### src/hw/rtl/dvrt_pkg.sv
// Shared types and constants for the distance-vector route table.
// No dependencies.
package dvrt_pkg;

  localparam int TableEntries = 32;
  localparam int RouterIds    = 16;
  localparam int IdxW         = $clog2(TableEntries);
  localparam int CntW         = $clog2(TableEntries + 1);

  localparam logic [4:0] Unreachable = 5'd16;
  localparam logic [4:0] HopCost     = 5'd1;
  localparam logic [5:0] MaxPrefix   = 6'd32;

  localparam logic [2:0] OpInstall   = 3'd0;
  localparam logic [2:0] OpReceive   = 3'd1;
  localparam logic [2:0] OpAdvertise = 3'd2;
  localparam logic [2:0] OpLinkDown  = 3'd3;
  localparam logic [2:0] OpClose     = 3'd4;

  localparam logic [3:0] StNoChange = 4'd0;
  localparam logic [3:0] StNew      = 4'd1;
  localparam logic [3:0] StSameHop  = 4'd2;
  localparam logic [3:0] StBetter   = 4'd3;
  localparam logic [3:0] StFull     = 4'd4;
  localparam logic [3:0] StEntry    = 4'd5;
  localparam logic [3:0] StEmpty    = 4'd6;
  localparam logic [3:0] StLinkDown = 4'd7;
  localparam logic [3:0] StCycle    = 4'd8;
  localparam logic [3:0] StInstall  = 4'd9;

  typedef struct packed {
    logic [2:0]  operation;
    logic [3:0]  neighbour;
    logic [31:0] net_address;
    logic [5:0]  prefix_len;
    logic [4:0]  adv_metric;
  } in_item_t;

  typedef struct packed {
    logic [3:0]  status;
    logic [31:0] route_address;
    logic [5:0]  route_prefix;
    logic [4:0]  route_metric;
    logic [3:0]  route_next_hop;
    logic        route_direct;
    logic [5:0]  change_count;
    logic        last;
  } out_item_t;

  typedef struct packed {
    logic [31:0] addr;
    logic [5:0]  prefix;
    logic [4:0]  metric;
    logic [3:0]  hop;
    logic        direct;
    logic        changed;
  } route_t;

  localparam int RouteW = $bits(route_t);

  // controller to datapath
  typedef struct packed {
    logic            load;      // capture input item
    logic            rd_en;
    logic [IdxW-1:0] rd_idx;
    logic            eval;      // compare read entry to key
    logic            emit_adv;  // build advertise result from read entry
    logic            poison;    // rewrite read entry for link down
    logic            clear;     // rewrite read entry for close cycle
    logic            finish;    // build final single result and write back
    logic            last_adv;
  } cmd_t;

  typedef struct packed {
    logic [2:0]  op;
    logic [CntW-1:0] entry_count;
  } stat_t;

endpackage

### src/hw/rtl/dvrt_ram.sv
// Generic single-port-write, single-port-read RAM with registered read.
// No dependencies.
module dvrt_ram #(
  parameter int Width = 8,
  parameter int Depth = 16
) (
  input  logic                     clk,
  input  logic                     wr_en,
  input  logic [$clog2(Depth)-1:0] wr_addr,
  input  logic [Width-1:0]         wr_data,
  input  logic                     rd_en,
  input  logic [$clog2(Depth)-1:0] rd_addr,
  output logic [Width-1:0]         rd_data
);

  logic [Width-1:0] mem [Depth];

  always_ff @(posedge clk) begin
    if (wr_en) mem[wr_addr] <= wr_data;
    if (rd_en) rd_data <= mem[rd_addr];
  end

endmodule

### src/hw/rtl/dvrt_datapath.sv
// Datapath: input capture, table RAM, match search, counters and result register.
// Depends on dvrt_pkg and dvrt_ram.
module dvrt_datapath import dvrt_pkg::*; (
  input  logic      clk,
  input  logic      rst,
  input  in_item_t  in_item,
  input  cmd_t      cmd,
  output stat_t     stat,
  output out_item_t res
);

  in_item_t        key;
  logic [5:0]      pfx_sat;
  logic [4:0]      nm;
  logic            nb_ok;
  logic            found;
  logic [IdxW-1:0] found_idx;
  route_t          found_r;
  logic [CntW-1:0] cnt;
  logic [CntW-1:0] entry_count;
  logic            rd_v;
  logic [IdxW-1:0] rd_idx_q;
  route_t          rd_r;
  logic            wr_en;
  logic [IdxW-1:0] wr_addr;
  route_t          wr_data;
  logic            via_nb;
  logic [5:0]      adv_sum;

  assign stat.op          = key.operation;
  assign stat.entry_count = entry_count;

  assign pfx_sat = (in_item.prefix_len > MaxPrefix) ? MaxPrefix : in_item.prefix_len;
  assign adv_sum = {1'b0, key.adv_metric} + {1'b0, HopCost};
  assign nm      = (adv_sum > {1'b0, Unreachable}) ? Unreachable : adv_sum[4:0];
  assign nb_ok   = 32'(key.neighbour) < RouterIds;
  assign via_nb  = nb_ok && !rd_r.direct && rd_r.hop == key.neighbour;

  dvrt_ram #(.Width(RouteW), .Depth(TableEntries)) u_ram (
    .clk, .wr_en, .wr_addr, .wr_data,
    .rd_en(cmd.rd_en), .rd_addr(cmd.rd_idx), .rd_data(rd_r)
  );

  // write-back of the final single-result operations
  logic            fin_we;
  logic [IdxW-1:0] fin_addr;
  route_t          fin_r;
  out_item_t       fin_res;
  logic            fin_inc;

  always_comb begin
    fin_we   = 1'b0;
    fin_addr = found_idx;
    fin_r    = found_r;
    fin_inc  = 1'b0;
    fin_res  = '0;
    fin_res.last = 1'b1;
    case (key.operation)
      OpInstall: begin
        fin_r = '{addr: key.net_address, prefix: key.prefix_len, metric: '0,
                  hop: '0, direct: 1'b1, changed: 1'b0};
        if (!found && entry_count >= CntW'(TableEntries)) begin
          fin_res.status = StFull;
        end else begin
          fin_we = 1'b1;
          if (!found) begin
            fin_addr = entry_count[IdxW-1:0];
            fin_inc  = 1'b1;
          end
          fin_res.status = StInstall;
        end
        fin_res.route_address = key.net_address;
        fin_res.route_prefix  = key.prefix_len;
        fin_res.route_direct  = 1'b1;
      end
      OpReceive: begin
        fin_res.route_address  = key.net_address;
        fin_res.route_prefix   = key.prefix_len;
        fin_res.route_metric   = nm;
        fin_res.route_next_hop = key.neighbour;
        fin_res.status         = StNoChange;
        if (nb_ok && !found) begin
          if (nm < Unreachable) begin
            if (entry_count >= CntW'(TableEntries)) begin
              fin_res.status = StFull;
            end else begin
              fin_we   = 1'b1;
              fin_addr = entry_count[IdxW-1:0];
              fin_inc  = 1'b1;
              fin_r = '{addr: key.net_address, prefix: key.prefix_len, metric: nm,
                        hop: key.neighbour, direct: 1'b0, changed: 1'b1};
              fin_res.status = StNew;
            end
          end
        end else if (nb_ok) begin
          if (!found_r.direct && found_r.hop == key.neighbour) begin
            if (found_r.metric != nm) begin
              fin_r.metric = nm;
              fin_r.changed = 1'b1;
              fin_we = 1'b1;
              fin_res.status = StSameHop;
            end
          end else if (!found_r.direct && nm < found_r.metric) begin
            fin_r.metric = nm;
            fin_r.hop = key.neighbour;
            fin_r.changed = 1'b1;
            fin_we = 1'b1;
            fin_res.status = StBetter;
          end
          fin_res.route_address  = fin_r.addr;
          fin_res.route_prefix   = fin_r.prefix;
          fin_res.route_metric   = fin_r.metric;
          fin_res.route_next_hop = fin_r.hop;
          fin_res.route_direct   = fin_r.direct;
        end
      end
      OpAdvertise: fin_res.status = StEmpty;
      OpLinkDown: begin
        fin_res.status = StLinkDown;
        fin_res.change_count = 6'(cnt);
      end
      OpClose: begin
        fin_res.status = StCycle;
        fin_res.change_count = 6'(cnt);
      end
      default: fin_res.status = StNoChange;
    endcase
  end

  // scan write-back
  route_t scan_r;
  logic   scan_we;
  always_comb begin
    scan_r  = rd_r;
    scan_we = 1'b0;
    if (cmd.poison && rd_v && via_nb) begin
      scan_r.metric  = Unreachable;
      scan_r.changed = 1'b1;
      scan_we = 1'b1;
    end
    if (cmd.clear && rd_v && rd_r.changed) begin
      scan_r.changed = 1'b0;
      scan_we = 1'b1;
    end
    wr_en   = cmd.finish ? fin_we : scan_we;
    wr_addr = cmd.finish ? fin_addr : rd_idx_q;
    wr_data = cmd.finish ? fin_r : scan_r;
  end

  always_ff @(posedge clk) begin
    if (rst) begin
      entry_count <= '0;
      rd_v        <= 1'b0;
    end else begin
      rd_v <= cmd.rd_en;
      if (cmd.finish && fin_inc) entry_count <= entry_count + 1'b1;
    end
    rd_idx_q <= cmd.rd_idx;
    if (cmd.load) begin
      key   <= '{operation: in_item.operation, neighbour: in_item.neighbour,
                 net_address: in_item.net_address, prefix_len: pfx_sat,
                 adv_metric: in_item.adv_metric};
      found <= 1'b0;
      cnt   <= '0;
    end
    if (cmd.eval && rd_v && !found && rd_r.addr == key.net_address
        && rd_r.prefix == key.prefix_len) begin
      found     <= 1'b1;
      found_idx <= rd_idx_q;
      found_r   <= rd_r;
    end
    if ((cmd.poison && rd_v && via_nb) || (cmd.clear && rd_v && rd_r.changed))
      cnt <= cnt + 1'b1;
    if (cmd.emit_adv) begin
      res.status         <= StEntry;
      res.route_address  <= rd_r.addr;
      res.route_prefix   <= rd_r.prefix;
      res.route_metric   <= via_nb ? Unreachable : rd_r.metric;
      res.route_next_hop <= rd_r.hop;
      res.route_direct   <= rd_r.direct;
      res.change_count   <= '0;
      res.last           <= cmd.last_adv;
    end else if (cmd.finish) begin
      res <= fin_res;
    end
  end

endmodule

### src/hw/rtl/dvrt_ctrl.sv
// Controller: sequences the table scan for each operation and the output handshake.
// Depends on dvrt_pkg.
module dvrt_ctrl import dvrt_pkg::*; (
  input  logic  clk,
  input  logic  rst,
  input  logic  in_valid,
  output logic  in_stall,
  output logic  out_valid,
  input  logic  out_stall,
  input  stat_t stat,
  output cmd_t  cmd
);

  typedef enum logic [2:0] {S_IDLE, S_SCAN, S_DRAIN, S_FIN, S_ADV, S_WAIT} state_t;

  state_t          state;
  logic [CntW-1:0] idx;   // next entry to read
  logic            adv_more;

  assign in_stall = (state != S_IDLE) || out_valid;

  always_comb begin
    cmd = '0;
    cmd.load     = (state == S_IDLE) && in_valid && !out_valid;
    cmd.rd_idx   = idx[IdxW-1:0];
    cmd.eval     = (state == S_SCAN) || (state == S_DRAIN);
    cmd.poison   = cmd.eval && stat.op == OpLinkDown;
    cmd.clear    = cmd.eval && stat.op == OpClose;
    cmd.finish   = (state == S_FIN);
    adv_more     = idx < stat.entry_count;
    cmd.rd_en    = ((state == S_SCAN) && adv_more) ||
                   ((state == S_ADV) && adv_more && (!out_valid || !out_stall));
    cmd.emit_adv = (state == S_WAIT) && (!out_valid || !out_stall);
    cmd.last_adv = !adv_more;
  end

  always_ff @(posedge clk) begin
    if (rst) begin
      state     <= S_IDLE;
      idx       <= '0;
      out_valid <= 1'b0;
    end else begin
      if (out_valid && !out_stall) out_valid <= 1'b0;
      case (state)
        S_IDLE: if (cmd.load) begin
          idx  <= '0;
          state <= S_SCAN;
        end
        S_SCAN: begin
          if (stat.op == OpAdvertise) begin
            state <= (stat.entry_count == '0) ? S_FIN : S_ADV;
          end else if (adv_more && (stat.op == OpInstall || stat.op == OpReceive
                       || stat.op == OpLinkDown || stat.op == OpClose)) begin
            idx <= idx + 1'b1;
          end else begin
            state <= S_DRAIN;
          end
        end
        // spare cycle: the last read was already evaluated in the final scan cycle
        S_DRAIN: state <= S_FIN;
        S_FIN: begin
          out_valid <= 1'b1;
          state <= S_IDLE;
        end
        S_ADV: if (cmd.rd_en) begin
          idx   <= idx + 1'b1;
          state <= S_WAIT;
        end
        S_WAIT: if (cmd.emit_adv) begin
          out_valid <= 1'b1;
          state <= adv_more ? S_ADV : S_IDLE;
        end
        default: state <= S_IDLE;
      endcase
    end
  end

endmodule

### src/hw/rtl/distance_vector_route_table.sv
// Distance-vector route table top level: controller plus datapath.
// Each operation gives one result after its table scan; advertise instead gives one
// result per entry (a single empty result on an empty table), reading each next entry
// only once the previous result is accepted. One item at a time: the single RAM read
// port scans one entry a cycle for the others; in_stall holds off the next item.
// Reset (rst, synchronous): empties the table; entry contents stay undefined.
module distance_vector_route_table import dvrt_pkg::*; (
  input  logic      clk,
  input  logic      rst,
  input  logic      in_valid,
  output logic      in_stall,
  input  in_item_t  in_data,
  output logic      out_valid,
  input  logic      out_stall,
  output out_item_t out_data
);

  cmd_t  cmd;
  stat_t stat;

  dvrt_ctrl u_ctrl (
    .clk, .rst, .in_valid, .in_stall, .out_valid, .out_stall, .stat, .cmd
  );

  dvrt_datapath u_dp (
    .clk, .rst, .in_item(in_data), .cmd, .stat, .res(out_data)
  );

endmodule
### config.mk
export PLATFORM = sky130hd
export DESIGN_NAME = distance_vector_route_table
export DESIGN_NICKNAME = d
export VERILOG_FILES = /design/src/hw/rtl/dvrt_pkg.sv /design/src/hw/rtl/dvrt_ram.sv /design/src/hw/rtl/dvrt_datapath.sv /design/src/hw/rtl/dvrt_ctrl.sv /design/src/hw/rtl/distance_vector_route_table.sv
export SDC_FILE = /design/constraint.sdc
export NUM_CORES = 2
export LEC_CHECK = 0
export ABC_AREA = 1
export BUFFER_PORTS_ARGS = -buffer_cell sky130_fd_sc_hd__buf_2
export CORE_MARGIN = 1.5
export CORE_UTILIZATION = 45
export CTS_BUF_LIST = sky130_fd_sc_hd__clkbuf_16
export DETAILED_ROUTE_END_ITERATION = 6
export GPL_TIMING_DRIVEN = 1
export MAX_ROUTING_LAYER = met4
export PLACE_DENSITY_LB_ADDON = 0.25
export SKIP_LAST_GASP = 1
export SYNTH_ARGS = -nofsm -noshare
export SYNTH_HDL_FRONTEND = slang
export SYNTH_SLANG_ARGS = --single-unit
### constraint.sdc
create_clock -name clk -period 7.1 [get_ports clk]
set_clock_uncertainty 0.05 [all_clocks]
set_input_delay 1.42 -clock clk [delete_from_list [all_inputs] [get_ports clk]]
set_output_delay 1.42 -clock clk [all_outputs]
set_load 0.01 [all_outputs]
==> reports/metrics.cfg <==
[routing]
drt_wl_total_um = 218000
drtPass1Iterations = 6
antenna_left = 0
drc = 0
wl_per_cell_um = 26.4
viasPerCell = 5.95
vias = 49100
drt-initial-drc-count = 7075

[worst_setup_path]
cp.arrival_ns = 5.42
path_cells = ha_1 > nand4_1 > nand3_2 > a21boi_1 > ha_1 > nand2_1 > nor2_1 > nand2_1 > nand3b_1 > nand2_1 > nand3_1 > nand3_1 > nand2_1 > nand2_2 > nand2_2 > nor2_4 > buf_4
critPathRequiredTime_ns = 7.52
path_depth = 17
critPathLaunch = u_dp.key[0]
critPathTopFamily = simple AND/OR/NAND/NOR gates
worstSetupPathType = flop to flop
cp-start-kind = flop
slowest_delay_ns = 1.04
critPathBufInv = 1
crit_path_frequent_cell = nand2_1
path_max_fanout = 32
end_kind = flop
reg2reg_from = u_dp.key[0]
reg2reg_depth = 17
cpMaxStageDelayCell = nor2_4

[global_routing]
grt-ovfl-total = 0
grt_pass1_vias = 46500
groute.usage.overall_pct = 26.5
antenna_found_initial = 8
grt_pass1_wl_um = 319000
grt_max_degree = 183

[floorplanning]
rows = 148
initial_core_util_pct = 45.3
coreArea_um2 = 163000
ios = 115
die_w_um = 408
die_area_um2 = 166000
die_h_um = 408

[logic_synthesis]
synthDistinctLibCells = 51
synth_seq_cells = 1809
synth.avg_cell_area_um2 = 12.5
ys.flop_type = edfxtp_1
synth_warnings = 0
yosys.area.top_type = edfxtp_1
synthTopCellsByCount = edfxtp_1 (1776), nor2_1 (1018), o21ai_0 (859)
synth_area_um2 = 73800
synth_top_area_share_pct = 72.3
synth_cells = 5910
netlist_top_cells_area = edfxtp_1 (72%), o21ai_0 (5.8%), nor2_1 (5.2%)
synthArstFlopShare_pct = 0
synth-edff-count = 1776
synth_most_common_cell = edfxtp_1
seq_area_frac_synth_pct = 73.2
synth_nets = 5979

[clock_tree]
clk-insertion-delay-late_ns = 0.82
cts.sinks = 1809
post_cts_buffers = 0
cts_made_buffers = 181
hold_buffers = 0
h-tree-depth = 4
ctsResizeCount = 0
clkTransAtPathRegs_ns = 0.06
clk_path_buf_depth = 3
cts_root_buf = clkbuf_16
cts_tree = done

[cells_and_area]
nNetsFinal = 6008
seq_area_um2 = 54000
nFillCells = 13900
multi_input_area_um2 = 17400
utilization_pct = 50.7
drive_above_1_share_pct = 9.40
syn_to_final_growth_pct = 11.8
fin_area_um2 = 82500

[sta]
fin_ws_ns = 2.10
tightestPinTransition_ns = 1.32
max_slew_margin_pct = 11.7
rsz0062_at_grt = false
min_period_over_period_pct = 70.4
timing.setup.tns_ns = 0
setup_violations = 0
maxSlewViolCount = 0
hold_viol_final = 0
fmax_ghz = 0.200
period_minus_slack_ns = 5.00

[job]
drv_cap = 0

[hold_path]
hp-class = flop to flop
min_from = u_dp.rd_idx_q[1]
min_path_cells = 0

[power_and_ir_drop]
cellLeakagePower_nw = 27.3
power.density_nw_per_um2 = 324
max-vdd-ir-drop_v = 0.000283
power_w = 0.0267

[placed_design]
dp_hpwl_um = 128000
gp_congestion = 0.931
placed_cell_area_um2 = 76700
portBuffers = 114
pre_cts_ws_ns = 2.12

[status]
status = complete, no violations

[area by class of cell]
type | instances | share of cell area [%]
Multi-Input combinational cell | 3448 | 21.1
Clock inverter | 144 | 1.29
Sequential cell | 1809 | 65.5
Tap cell | 2175 | 3.30
Clock buffer | 186 | 5.64
Antenna cell | 4 | 0.0121
Inverter | 275 | 1.28
Timing Repair Buffer | 224 | 1.94
[final timing paths]
check	end	slack [ns]
min reg2reg	u_dp.found_idx[1]	0.38
min	u_dp.found_idx[1]	0.38
max	u_dp.u_ram.mem[23][7]	2.10
max reg2reg	u_dp.u_ram.mem[23][7]	2.10
[layer usage]
metal	GRT usage, %	part of all wire (%)
met5	-	0
met3	4.15	9.0
met4	6.68	2.3
met2	40.2	46
met1	37.6	43
[registers in the layout (all words and copies together), names as in the netlist]
register	count
u_dp.found	1
u_dp.stat	3
u_ctrl.state	3
u_ctrl.idx	6
u_dp.u_ram.rd_data	49
u_dp.res	59
u_dp.u_ram.mem	1568
u_dp.cnt	6
u_dp.found_r	49
u_dp.found_idx	5
u_dp.rd_idx_q	5
u_dp.rd_v	1
u_dp.entry_count	6
u_ctrl.out_valid	1
u_dp.key	47
[through the flow]
step	cells	hold WS (ns)
after floorplan	5910	0.302
after global placement	7931	0.357
after detailed placement	7931	0.358
after CTS	8261	0.372
after global routing	8264	0.391
final	8265	0.377
[cells in the final DEF (no fill, tap or decap), types with 23 or more instances in the layout]
master / n
nand4_1: 75
clkinv_2: 31
edfxtp_1: 1776
inv_1: 296
clkbuf_16: 186
o21ai_1: 67
buf_4: 94
o221ai_1: 104
dfxtp_1: 28
o21ai_0: 859
buf_2: 114
clkinv_1: 41
nor2_4: 35
nor2_1: 985
nand2_1: 513
a21oi_1: 58
o22ai_1: 252
a211oi_1: 23
nand3_1: 167
o211ai_1: 173
[report_power, final]
| group | switching [W] | total, W | internal (W) |
|---|---|---|---|
| clock network | 0.00406 | 0.00927 | 0.00522 |
| logic | 0.00363 | 0.00475 | 0.00112 |
| registers | 0.000269 | 0.0127 | 0.0125 |
| total | 0.00796 | 0.0267 | 0.0188 |
[cells by family after synthesis]
kind of cell	after synthesis	synth area share (%)
xor+xnor	20	0.237
simple gates	1833	10.1
fa+ha+maj	15	0.254
compound gates	1580	12.5
flops	1809	73.2
buf+inv	653	3.72
(Power assumes the default switching activity.)
